--- src/sv/frm_div.sv ---
`timescale 1ns / 1ps
module frm_div #(
  parameter int NUM_W = 66,
  parameter int DEN_W = 60
) (
  input  logic                         clk,
  input  logic                         rst_n,
  input  logic                         start,
  input  logic [NUM_W-1:0]             num_i,
  input  logic [DEN_W-1:0]             den_i,
  input  logic [$clog2(NUM_W+1)-1:0]   steps_i,
  output logic [NUM_W-1:0]             quo_o,
  output logic                         done_o
);

  localparam int CNT_W = $clog2(NUM_W + 1);

  logic [NUM_W-1:0] num_r;
  logic [DEN_W-1:0] den_r;
  logic [DEN_W-1:0] rem_r;
  logic [CNT_W-1:0] cnt_r;
  logic             done_r;

  logic [DEN_W:0]   trial;
  logic [DEN_W:0]   diff;
  logic             ge;

  // restoring step: dividend shifts out MSB first, quotient shifts in at LSB
  assign trial = {rem_r, num_r[NUM_W-1]};
  assign diff  = trial - {1'b0, den_r};
  assign ge    = (trial >= {1'b0, den_r});

  always_ff @(posedge clk) begin
    if (!rst_n) begin
      cnt_r  <= '0;
      done_r <= 1'b0;
    end else begin
      done_r <= 1'b0;
      if (start) begin
        cnt_r <= steps_i;
      end else if (cnt_r != '0) begin
        cnt_r  <= cnt_r - 1'b1;
        done_r <= (cnt_r == CNT_W'(1));
      end
    end
  end

  always_ff @(posedge clk) begin
    if (start) begin
      num_r <= num_i;
      den_r <= den_i;
      rem_r <= '0;
    end else if (cnt_r != '0) begin
      rem_r <= ge ? diff[DEN_W-1:0] : trial[DEN_W-1:0];
      num_r <= {num_r[NUM_W-2:0], ge};
    end
  end

  assign quo_o  = num_r;
  assign done_o = done_r;

endmodule

--- config.mk ---
export PLATFORM = sky130hd
export DESIGN_NAME = frm_div
export DESIGN_NICKNAME = d
export VERILOG_FILES = /design/src/sv/frm_div.sv
export SDC_FILE = /design/constraint.sdc
export NUM_CORES = 1
export LEC_CHECK = 0
export BUFFER_PORTS_ARGS = -buffer_cell sky130_fd_sc_hd__buf_2
export CAP_MARGIN = 0
export CORE_MARGIN = 5
export CORE_UTILIZATION = 50
export CTS_CLUSTER_DIAMETER = 120
export DETAILED_ROUTE_END_ITERATION = 10
export PLACE_DENSITY = 0.75
export SYNTH_ARGS = -nofsm -noshare
export SYNTH_HDL_FRONTEND = slang
export SYNTH_SLANG_ARGS = --single-unit
export TNS_END_PERCENT = 30
--- constraint.sdc ---
create_clock -name clk -period 3 [get_ports clk]
set_clock_uncertainty 0.1 [all_clocks]
set_input_delay 0.6 -clock clk [delete_from_list [all_inputs] [get_ports clk]]
set_output_delay 0.6 -clock clk [all_outputs]
set_load 0.005 [all_outputs]
==> flow_metrics.env <==
export IMPL_dp_hpwl_um=25400
export IMPL_cp_max_fo=9
export IMPL_timing_fmax_mhz=327.0
export IMPL_multiInputGateArea_mm2=0.006551
export IMPL_maxCapViolCount=0
export IMPL_rows=56
export IMPL_seq_area_mm2=0.005145
export IMPL_layout_drive_gt1_share=0.3709
export IMPL_syn_num_nets=1401
export IMPL_synth_xor_area_frac=0.03891
export IMPL_fin_ws_ps=-57.98
export IMPL_postRouteWirelength_um=34380
export IMPL_clk_pin_slew_ps=80
export IMPL_cts_tree="yes"
export IMPL_final_cells=1845
export IMPL_num_vias=10560
export IMPL_grt_start_max_net_pins=91
export IMPL_ys_top_cells_by_area="edfxtp_1, dfxtp_1, ha_1, mux2_2, nand2_1"
export IMPL_finalMaxSlewViolations=0
export IMPL_vias_per_cell=5.725
export IMPL_violations="setup timing"
export IMPL_crit_type="reg -> reg"
export IMPL_core_region_area_mm2=0.02326
export IMPL_hold_violations=0
export IMPL_slew_headroom=0.3510
export IMPL_path_cells="inv_1 > ha_4 > nand4_1 > or3_4 > nor2_4 > nor4_4 > a21oi_2 > o21ai_4 > buf_6 > a21oi_4 > buf_12 > buf_12 > buf_12 > nand2_1 > a311oi_2"
export IMPL_cp_arrival_ps=3310
export IMPL_grt_overflow=0
export IMPL_netlist_area_mm2=0.01170
export IMPL_numCtsBuffers=17
export IMPL_synthCells=1202
export IMPL_peakVddDrop_mv=0.4571
export IMPL_dieArea_mm2=0.02657
export IMPL_clk_latency_ps=450
export IMPL_layout_commonest_cell="buf_2"
export IMPL_io_pins=203
export IMPL_grt_first_pass_wirelength_um=53970
export IMPL_rrSetupSlack_ps=-60
export IMPL_ant_nets=0
export IMPL_rsz0062_at_grt="true"
export IMPL_finalPower_mw=9.502
export IMPL_p_leak_nw=6.642
export IMPL_synthSimpleGateAreaFrac=0.1426
export IMPL_clockBufferDepth=2
export IMPL_clock_sinks=194
export IMPL_synth_top_cell_area_share=0.3232
export IMPL_insertedDiodeCount=0
export IMPL_cts_root_buf="clkbuf_16"
export IMPL_ys_warn_count=0
export IMPL_yosys_most_used_dff="edfxtp_1"
export IMPL_drcViolationCount=0
export IMPL_grt_pass1_vias=10450
export IMPL_wl_per_cell_um=18.63
export IMPL_synth_cell_type_count=74
export IMPL_synth_fa_ha_area_frac=0.06799
export IMPL_ys_seq_area_frac=0.4396
export IMPL_nets=1712
export IMPL_path_delay_family="simple AND/OR/NAND/NOR gates"
export IMPL_synth_top_family_by_area="compound AO/OA/AOI/OAI gates"
export IMPL_critPathCaptureType="register"
export IMPL_start_util=0.5032
export IMPL_power_density_mw_per_mm2=618.1
export IMPL_port_buffers=202
export IMPL_mostFrequentLayoutCells="buf_2, buf_4, nand2_1"
export IMPL_cpMaxStageDelayCell="or3_4"
export IMPL_period_minus_slack_ps=3058
export IMPL_ys_ff_latch=194
export IMPL_min_period_over_period=1.019
export IMPL_start_kind="register"
export IMPL_syn_area_per_cell_um2=9.738
export IMPL_tightest_slew_ps=973.4
export IMPL_synthArstFlopShare=0
export IMPL_antenna_found_initial=0
export IMPL_synth_edff_count=126
export IMPL_outcome="complete, but fails checks"
export IMPL_dp_cells=1795
export IMPL_drtIter0Drc=786
export IMPL_cts_htree_levels=4
export IMPL_setup_tns_ps=-174.8
export IMPL_gp_congestion=0.9027
export IMPL_fill_cells=1893
export IMPL_die_h_um=163.0
export IMPL_synth_compound_area_share=0.1892
export IMPL_synthMuxAreaShare=0.06873
export IMPL_slowest_delay_ps=480
export IMPL_yosysTopAreaCell="edfxtp_1"
export IMPL_setup_viol=11
export IMPL_drtPass1Iterations=5
export IMPL_hold_class="in -> reg"
export IMPL_areaGrowthSynthToFinish_pct=31.33
export IMPL_grt_usage=0.2534
export IMPL_dieWidth_um=163.0
export IMPL_fin_util=0.6608
export IMPL_worst_path_buf_inv=5
export IMPL_crit_required_ps=3250
export IMPL_crit_top_cell="buf_12"
==> cells in the mapped netlist, drive strengths merged, types with 16 or more instances <==
library cell	count
clkbuf	33
xor2	19
and3	17
nand2	132
dfxtp	68
o21ai	52
mux2	67
ha	62
edfxtp	126
nor3	16
xnor2	33
a211oi	24
nor2	83
a311oi	31
buf	33
a21o	34
inv	81
nand4	26
a21oi	79
nand3	25
==> sequential cells by signal (all words and copies together), names as in the netlist <==
signal  cells
done_o      1
rem_r      60
quo_o      66
den_r      60
cnt_r       7
==> where the power goes <==
group          internal (mW)  switching [mW]
logic                   1.65            1.85
clock network           1.26            1.26
registers               3.25           0.232
==> worst paths after layout <==
| check | from | to | cells after the start |
|---|---|---|---|
| max reg2reg | den_r[24] | rem_r[12] | 15 |
| min | den_i[49] | den_r[49] | 1 |
| min reg2reg | rem_r[52] | rem_r[52] | 2 |
| max | den_r[24] | rem_r[12] | 15 |
==> final cells by class <==
class | count | area share
timing repair buffer | 358 | 0.1502
sequential | 194 | 0.3347
multi-input combinational | 861 | 0.4262
clock buffer | 17 | 0.02767
inverter | 81 | 0.02002
tap | 319 | 0.02596
clock inverter | 15 | 0.01530
==> through the flow <==
step | worst slack, ps | hold WS [ps] | instance area, um2
6_report | -57.98 | 223.8 | 15370
5_1_grt | -176.3 | 205.9 | 15370
4_1_cts | -12.99 | 210.5 | 14950
3_5_place_dp | -193.3 | 374.2 | 13930
3_3_place_gp | -136.4 | 360.2 | 13930
2_1_floorplan | 68.96 | 345.5 | 11710
==> layer usage <==
metal / part of all wire / routed length, um / track usage / vias to the layer above
met5: 0 / 0 / 0 / -
met4: 0.024 / 819 / 0.07434 / 0
met3: 0.071 / 2436 / 0.06479 / 51
met2: 0.49 / 16780 / 0.4347 / 396
met1: 0.42 / 14340 / 0.3164 / 5054
li1: - / - / - / 5062
==> timing repair <==
item                       in CTS  in global routing
pin swaps                      25                 21
setup endpoints to repair      60                 61
hold buffers                    0                  0
resized for setup              48                 72
buffers inserted                9                  9
==> cell families (layout without fill, tap and decap cells) <==
logic type,count (synthesis),in the layout
xor gates and xnor gates,52,52
adders and majority gates,63,63
and+or+nand+nor,353,353
DFF,194,194
muxes,72,72
AOI/OAI and AO/OA,321,321
buffers and inverters,147,471
No activity file was read; power rests on OpenSTA's default activity.
