$ cat src/sv/frm_ring.sv
`timescale 1ns / 1ps
module frm_ring #(
  parameter int RING_DEPTH  = 24,
  parameter int PERIOD_BITS = 20
) (
  input  logic                                               clk,
  input  logic                                               rst_n,
  input  logic                                               wr_en,
  input  logic                                               clr,
  input  logic [PERIOD_BITS-1:0]                             din,
  output logic [PERIOD_BITS+$clog2(RING_DEPTH+1)-1:0]        sum_o,
  output logic [$clog2(RING_DEPTH+1)-1:0]                    fill_o
);

  localparam int FILL_W = $clog2(RING_DEPTH + 1);
  localparam int SUM_W  = PERIOD_BITS + FILL_W;
  localparam int IDX_W  = (RING_DEPTH > 1) ? $clog2(RING_DEPTH) : 1;

  logic [PERIOD_BITS-1:0] mem [RING_DEPTH];
  logic [PERIOD_BITS-1:0] rd_data_r;
  logic [IDX_W-1:0]       idx_r;
  logic [FILL_W-1:0]      fill_r;
  logic [SUM_W-1:0]       sum_r;

  logic [PERIOD_BITS-1:0] old_val;
  logic [SUM_W-1:0]       sum_nxt;
  logic [IDX_W-1:0]       idx_nxt;

  // entries at or past the fill count were never written since the last clear
  assign old_val = (FILL_W'(idx_r) < fill_r) ? rd_data_r : '0;
  assign sum_nxt = sum_r - SUM_W'(old_val) + SUM_W'(din);
  assign idx_nxt = (idx_r == IDX_W'(RING_DEPTH - 1)) ? '0 : idx_r + 1'b1;

  always_ff @(posedge clk) begin
    if (wr_en) begin
      mem[idx_r] <= din;
    end
    rd_data_r <= mem[idx_r];
  end

  always_ff @(posedge clk) begin
    if (!rst_n) begin
      idx_r  <= '0;
      fill_r <= '0;
      sum_r  <= '0;
    end else if (clr) begin
      idx_r  <= '0;
      fill_r <= '0;
      sum_r  <= '0;
    end else if (wr_en) begin
      idx_r <= idx_nxt;
      sum_r <= sum_nxt;
      if (fill_r != FILL_W'(RING_DEPTH)) begin
        fill_r <= fill_r + 1'b1;
      end
    end
  end

  assign sum_o  = sum_r;
  assign fill_o = fill_r;

  a_fill_bound: assert property (@(posedge clk) disable iff (!rst_n)
    fill_r <= FILL_W'(RING_DEPTH))
    else $error("ring fill past depth");

  a_wr_clr_excl: assert property (@(posedge clk) disable iff (!rst_n)
    !(wr_en && clr))
    else $error("ring write and clear together");

endmodule

$ cat config.mk
export PLATFORM = sky130hd
export DESIGN_NAME = frm_ring
export DESIGN_NICKNAME = d
export VERILOG_FILES = /design/src/sv/frm_ring.sv
export SDC_FILE = /design/constraint.sdc
export NUM_CORES = 1
export LEC_CHECK = 0
export ABC_CLOCK_PERIOD_IN_PS = 9900
export BUFFER_PORTS_ARGS = -buffer_cell sky130_fd_sc_hd__buf_2
export CAP_MARGIN = 30
export CORE_AREA = 4 4 257 259
export DETAILED_ROUTE_END_ITERATION = 16
export DIE_AREA = 0 0 261 263
export GPL_TIMING_DRIVEN = 0
export PLACE_DENSITY_LB_ADDON = 0.1
export REMOVE_ABC_BUFFERS = 1
export SYNTH_ARGS = -nofsm -noshare
export SYNTH_HDL_FRONTEND = slang
export SYNTH_SLANG_ARGS = --single-unit
$ cat constraint.sdc
create_clock -name clk -period 9.9 [get_ports clk]
set_input_delay 1.485 -clock clk [delete_from_list [all_inputs] [get_ports clk]]
set_output_delay 1.485 -clock clk [all_outputs]
set_load 0.1 [all_outputs]
==> results.sh <==
export IMPL_wl_mm=57.5
export IMPL_skew_ns=0.0164
export IMPL_grt_use_total=0.169
export IMPL_critPathMaxStageDelay_ns=0.80
export IMPL_finalPower_mw=5.29
export IMPL_wire_per_inst_um=25.3
export IMPL_viasPerCell=5.12
export IMPL_hp_start="sum_o[16]"
export IMPL_clock_sinks=535
export IMPL_r2r_slack_ns=4.76
export IMPL_synthTopCellsByArea="edfxtp_1 65%, mux4_2 12%, dfxtp_1 5.0%"
export IMPL_crit_slowest_cell="dfxtp_4"
export IMPL_setup_tns_ns=0
export IMPL_initialDrtViolationCount=791
export IMPL_grt_pass1_vias=12100
export IMPL_finalSetupViolCount=0
export IMPL_syn_area_um2=22200
export IMPL_cts_buffer_depth=3
export IMPL_post_route_min_period_ns=5.14
export IMPL_fmax_mhz=195
export IMPL_final_nets=1446
export IMPL_drc_errors=0
export IMPL_grt_overflow_total=0
export IMPL_post_cts_resized=0
export IMPL_ir_worst_vdd_mv=0.118
export IMPL_worstPathMaxFanout=40
export IMPL_core_region_area_um2=63900
export IMPL_synth_top_area_cell="edfxtp_1"
export IMPL_initial_core_util=0.347
export IMPL_gp_congestion=0.826
export IMPL_tightest_slew_ns=0.908
export IMPL_grt_antenna_before_repair=2
export IMPL_yosysSeqAreaShare=0.700
export IMPL_synth_avg_cell_area_um2=17.4
export IMPL_die_w_um=261
export IMPL_fillCellCount=5746
export IMPL_hold_viol=0
export IMPL_run_status="completed"
export IMPL_fp_row_count=93
export IMPL_port_buffers=53
export IMPL_dr_pass1_iters=5
export IMPL_yosysUniqueCellTypes=58
export IMPL_crit_family="compound AO/OA/AOI/OAI gates"
export IMPL_required_ns=10.37
export IMPL_io_pins=54
export IMPL_register_area_um2=15500
export IMPL_ant_nets=0
export IMPL_ctsHtreeMaxLevel=2
export IMPL_dp_hpwl_mm=38.6
export IMPL_relSlewSlack=0.394
export IMPL_rr_endpoint="sum_o[17]"
export IMPL_grt_pass1_wl_mm=84.6
export IMPL_yosys_warnings=0
export IMPL_arrival_ns=5.61
export IMPL_critPathLaunchType="flop"
export IMPL_hold_buffers=0
export IMPL_synth_most_common_cell="edfxtp_1"
export IMPL_synth_top_area_frac=0.650
export IMPL_min_path_cells=2
export IMPL_synthArstFlopShare=0
export IMPL_synth_common_cells="480 x edfxtp_1, 120 x mux4_2, 97 x inv_1"
export IMPL_synth_ff_type="edfxtp_1"
export IMPL_grt_max_degree=49
export IMPL_reg2reg_depth=18
export IMPL_clk_latency_ns=0.61
export IMPL_cts_tree="built"
export IMPL_min_to="sum_o[16]"
export IMPL_cp_cell_sequence="ha_1 -> a21boi_0 -> o21a_1 -> o21ai_0 -> nand2b_1 -> a21oi_2 -> buf_6 -> and2_1 -> fa_1 -> inv_1 -> ha_1 -> a21o_1 -> a21o_1 -> o21ai_0 -> o211ai_1 -> a211oi_1 -> xor2_1 -> o21ai_0"
export IMPL_cp_buffers_inverters=2
export IMPL_synth_cells=1273
export IMPL_synth_edf_count=480
export IMPL_clkTransAtPathRegs_ns=0.06
export IMPL_max_cap_violations=0
export IMPL_reg2reg_from="idx_r[1]"
export IMPL_drive_gt1_frac=0.255
export IMPL_post_cts_buffers=0
export IMPL_final_util=0.411
export IMPL_area_growth_pct=18.5
export IMPL_p_per_area_nw_per_um2=201
export IMPL_synth_seq_cells=535
export IMPL_multiInputGateArea_um2=6230
export IMPL_rsz0062_at_grt="no"
export IMPL_crit_path_frequent_cell="o21ai_0"
export IMPL_via_count=11600
export IMPL_leakagePower_nw=8.69
export IMPL_root_buffer="clkbuf_16"
export IMPL_hold_class="reg -> reg"
export IMPL_cts_buffers=58
export IMPL_maxSlewViolCount=0
export IMPL_critical_path_class="reg -> reg"
export IMPL_period_share=0.519
export IMPL_dieHeight_um=263
export IMPL_design_die_area_um2=68600
export IMPL_worstSetupEndpointType="flop"
[worst max-delay path by stage]
stage,endpoint,slack [ns],depth (start not counted),start
6_report,sum_o[17],4.76,18,idx_r[1]
5_1_grt,sum_o[17],4.23,18,idx_r[1]
4_1_cts,sum_o[17],4.62,18,idx_r[1]
3_5_place_dp,sum_o[17],4.68,18,idx_r[1]
3_3_place_gp,mem[19][8],-6.09,3,idx_r[0]
2_1_floorplan,sum_o[14],1.22,17,idx_r[0]
[logic make-up (layout without fill, tap and decap cells)]
kind of cell             Yosys count  in the layout  synth area share
AO/OA/AOI/OAI                    136            136            0.0424
XOR/XNOR                          22             22           0.00869
adder cells (fa/ha/maj)           55             55            0.0378
AND/OR/NAND/NOR                  218            218            0.0478
buffers and inverters            158            301            0.0275
other                              0              1                 0
flip-flops                       535            535             0.700
multiplexers                     149            149             0.136
[routing by layer]
| metal | wire length, um | track usage |
|---|---|---|
| met3 | 2110 | 0.0193 |
| met2 | 27700 | 0.273 |
| met1 | 26400 | 0.244 |
| met5 | 0 | 0 |
| met4 | 1300 | 0.0463 |
[worst min-delay path: stages, from the launching register on]
cell and delay (ns):
dfxtp_1 0.32, nand2_1 0.05, o21ai_0 0.06
[report_power, final]
part / internal [mW] / switching, mW / leakage, nW
clock network: 1.23 / 0.891 / 0.919
registers: 2.49 / 0.0288 / 4.78
logic: 0.227 / 0.420 / 2.99
total: 3.95 / 1.34 / 8.69
[metrics by stage]
step	cells	setup WS, ns	hold slack [ns]	instance area (um2)
final	2272	4.76	0.476	26300
after global routing	2271	4.23	0.514	26300
after CTS	2271	4.62	0.482	26300
after detailed placement	2162	4.68	0.471	24400
after global placement	2120	-6.09	0.468	23300
after floorplan	1212	1.22	0.620	21900
[flip-flops by register name, indices dropped and copies added (netlist names)]
register   cells
fill_o         5
idx_r          5
mem          480
rd_data_r     20
sum_o         25
[cell usage in the layout (no fill, tap or decap), types with 25 or more instances in the layout]
cell type / netlist / final
buf_16: 0 / 26
edfxtp_1: 480 / 480
a22oi_1: 40 / 40
ha_1: 35 / 35
inv_1: 97 / 97
buf_2: 14 / 53
mux4_2: 120 / 120
a21oi_1: 26 / 25
nand3_1: 31 / 31
clkbuf_16: 0 / 59
dfxtp_1: 55 / 51
nand2_1: 61 / 61
nor2_1: 51 / 31
[cell type report]
cell class | instances | area share
repair buffers | 95 | 0.0454
clock buffers | 73 | 0.0601
flip-flops and latches | 535 | 0.591
well taps | 855 | 0.0407
clock inverters | 36 | 0.0115
multi-input cells | 580 | 0.237
diodes | 1 | 0.0000953
inverters | 97 | 0.0139
(Power assumes the default switching activity.)
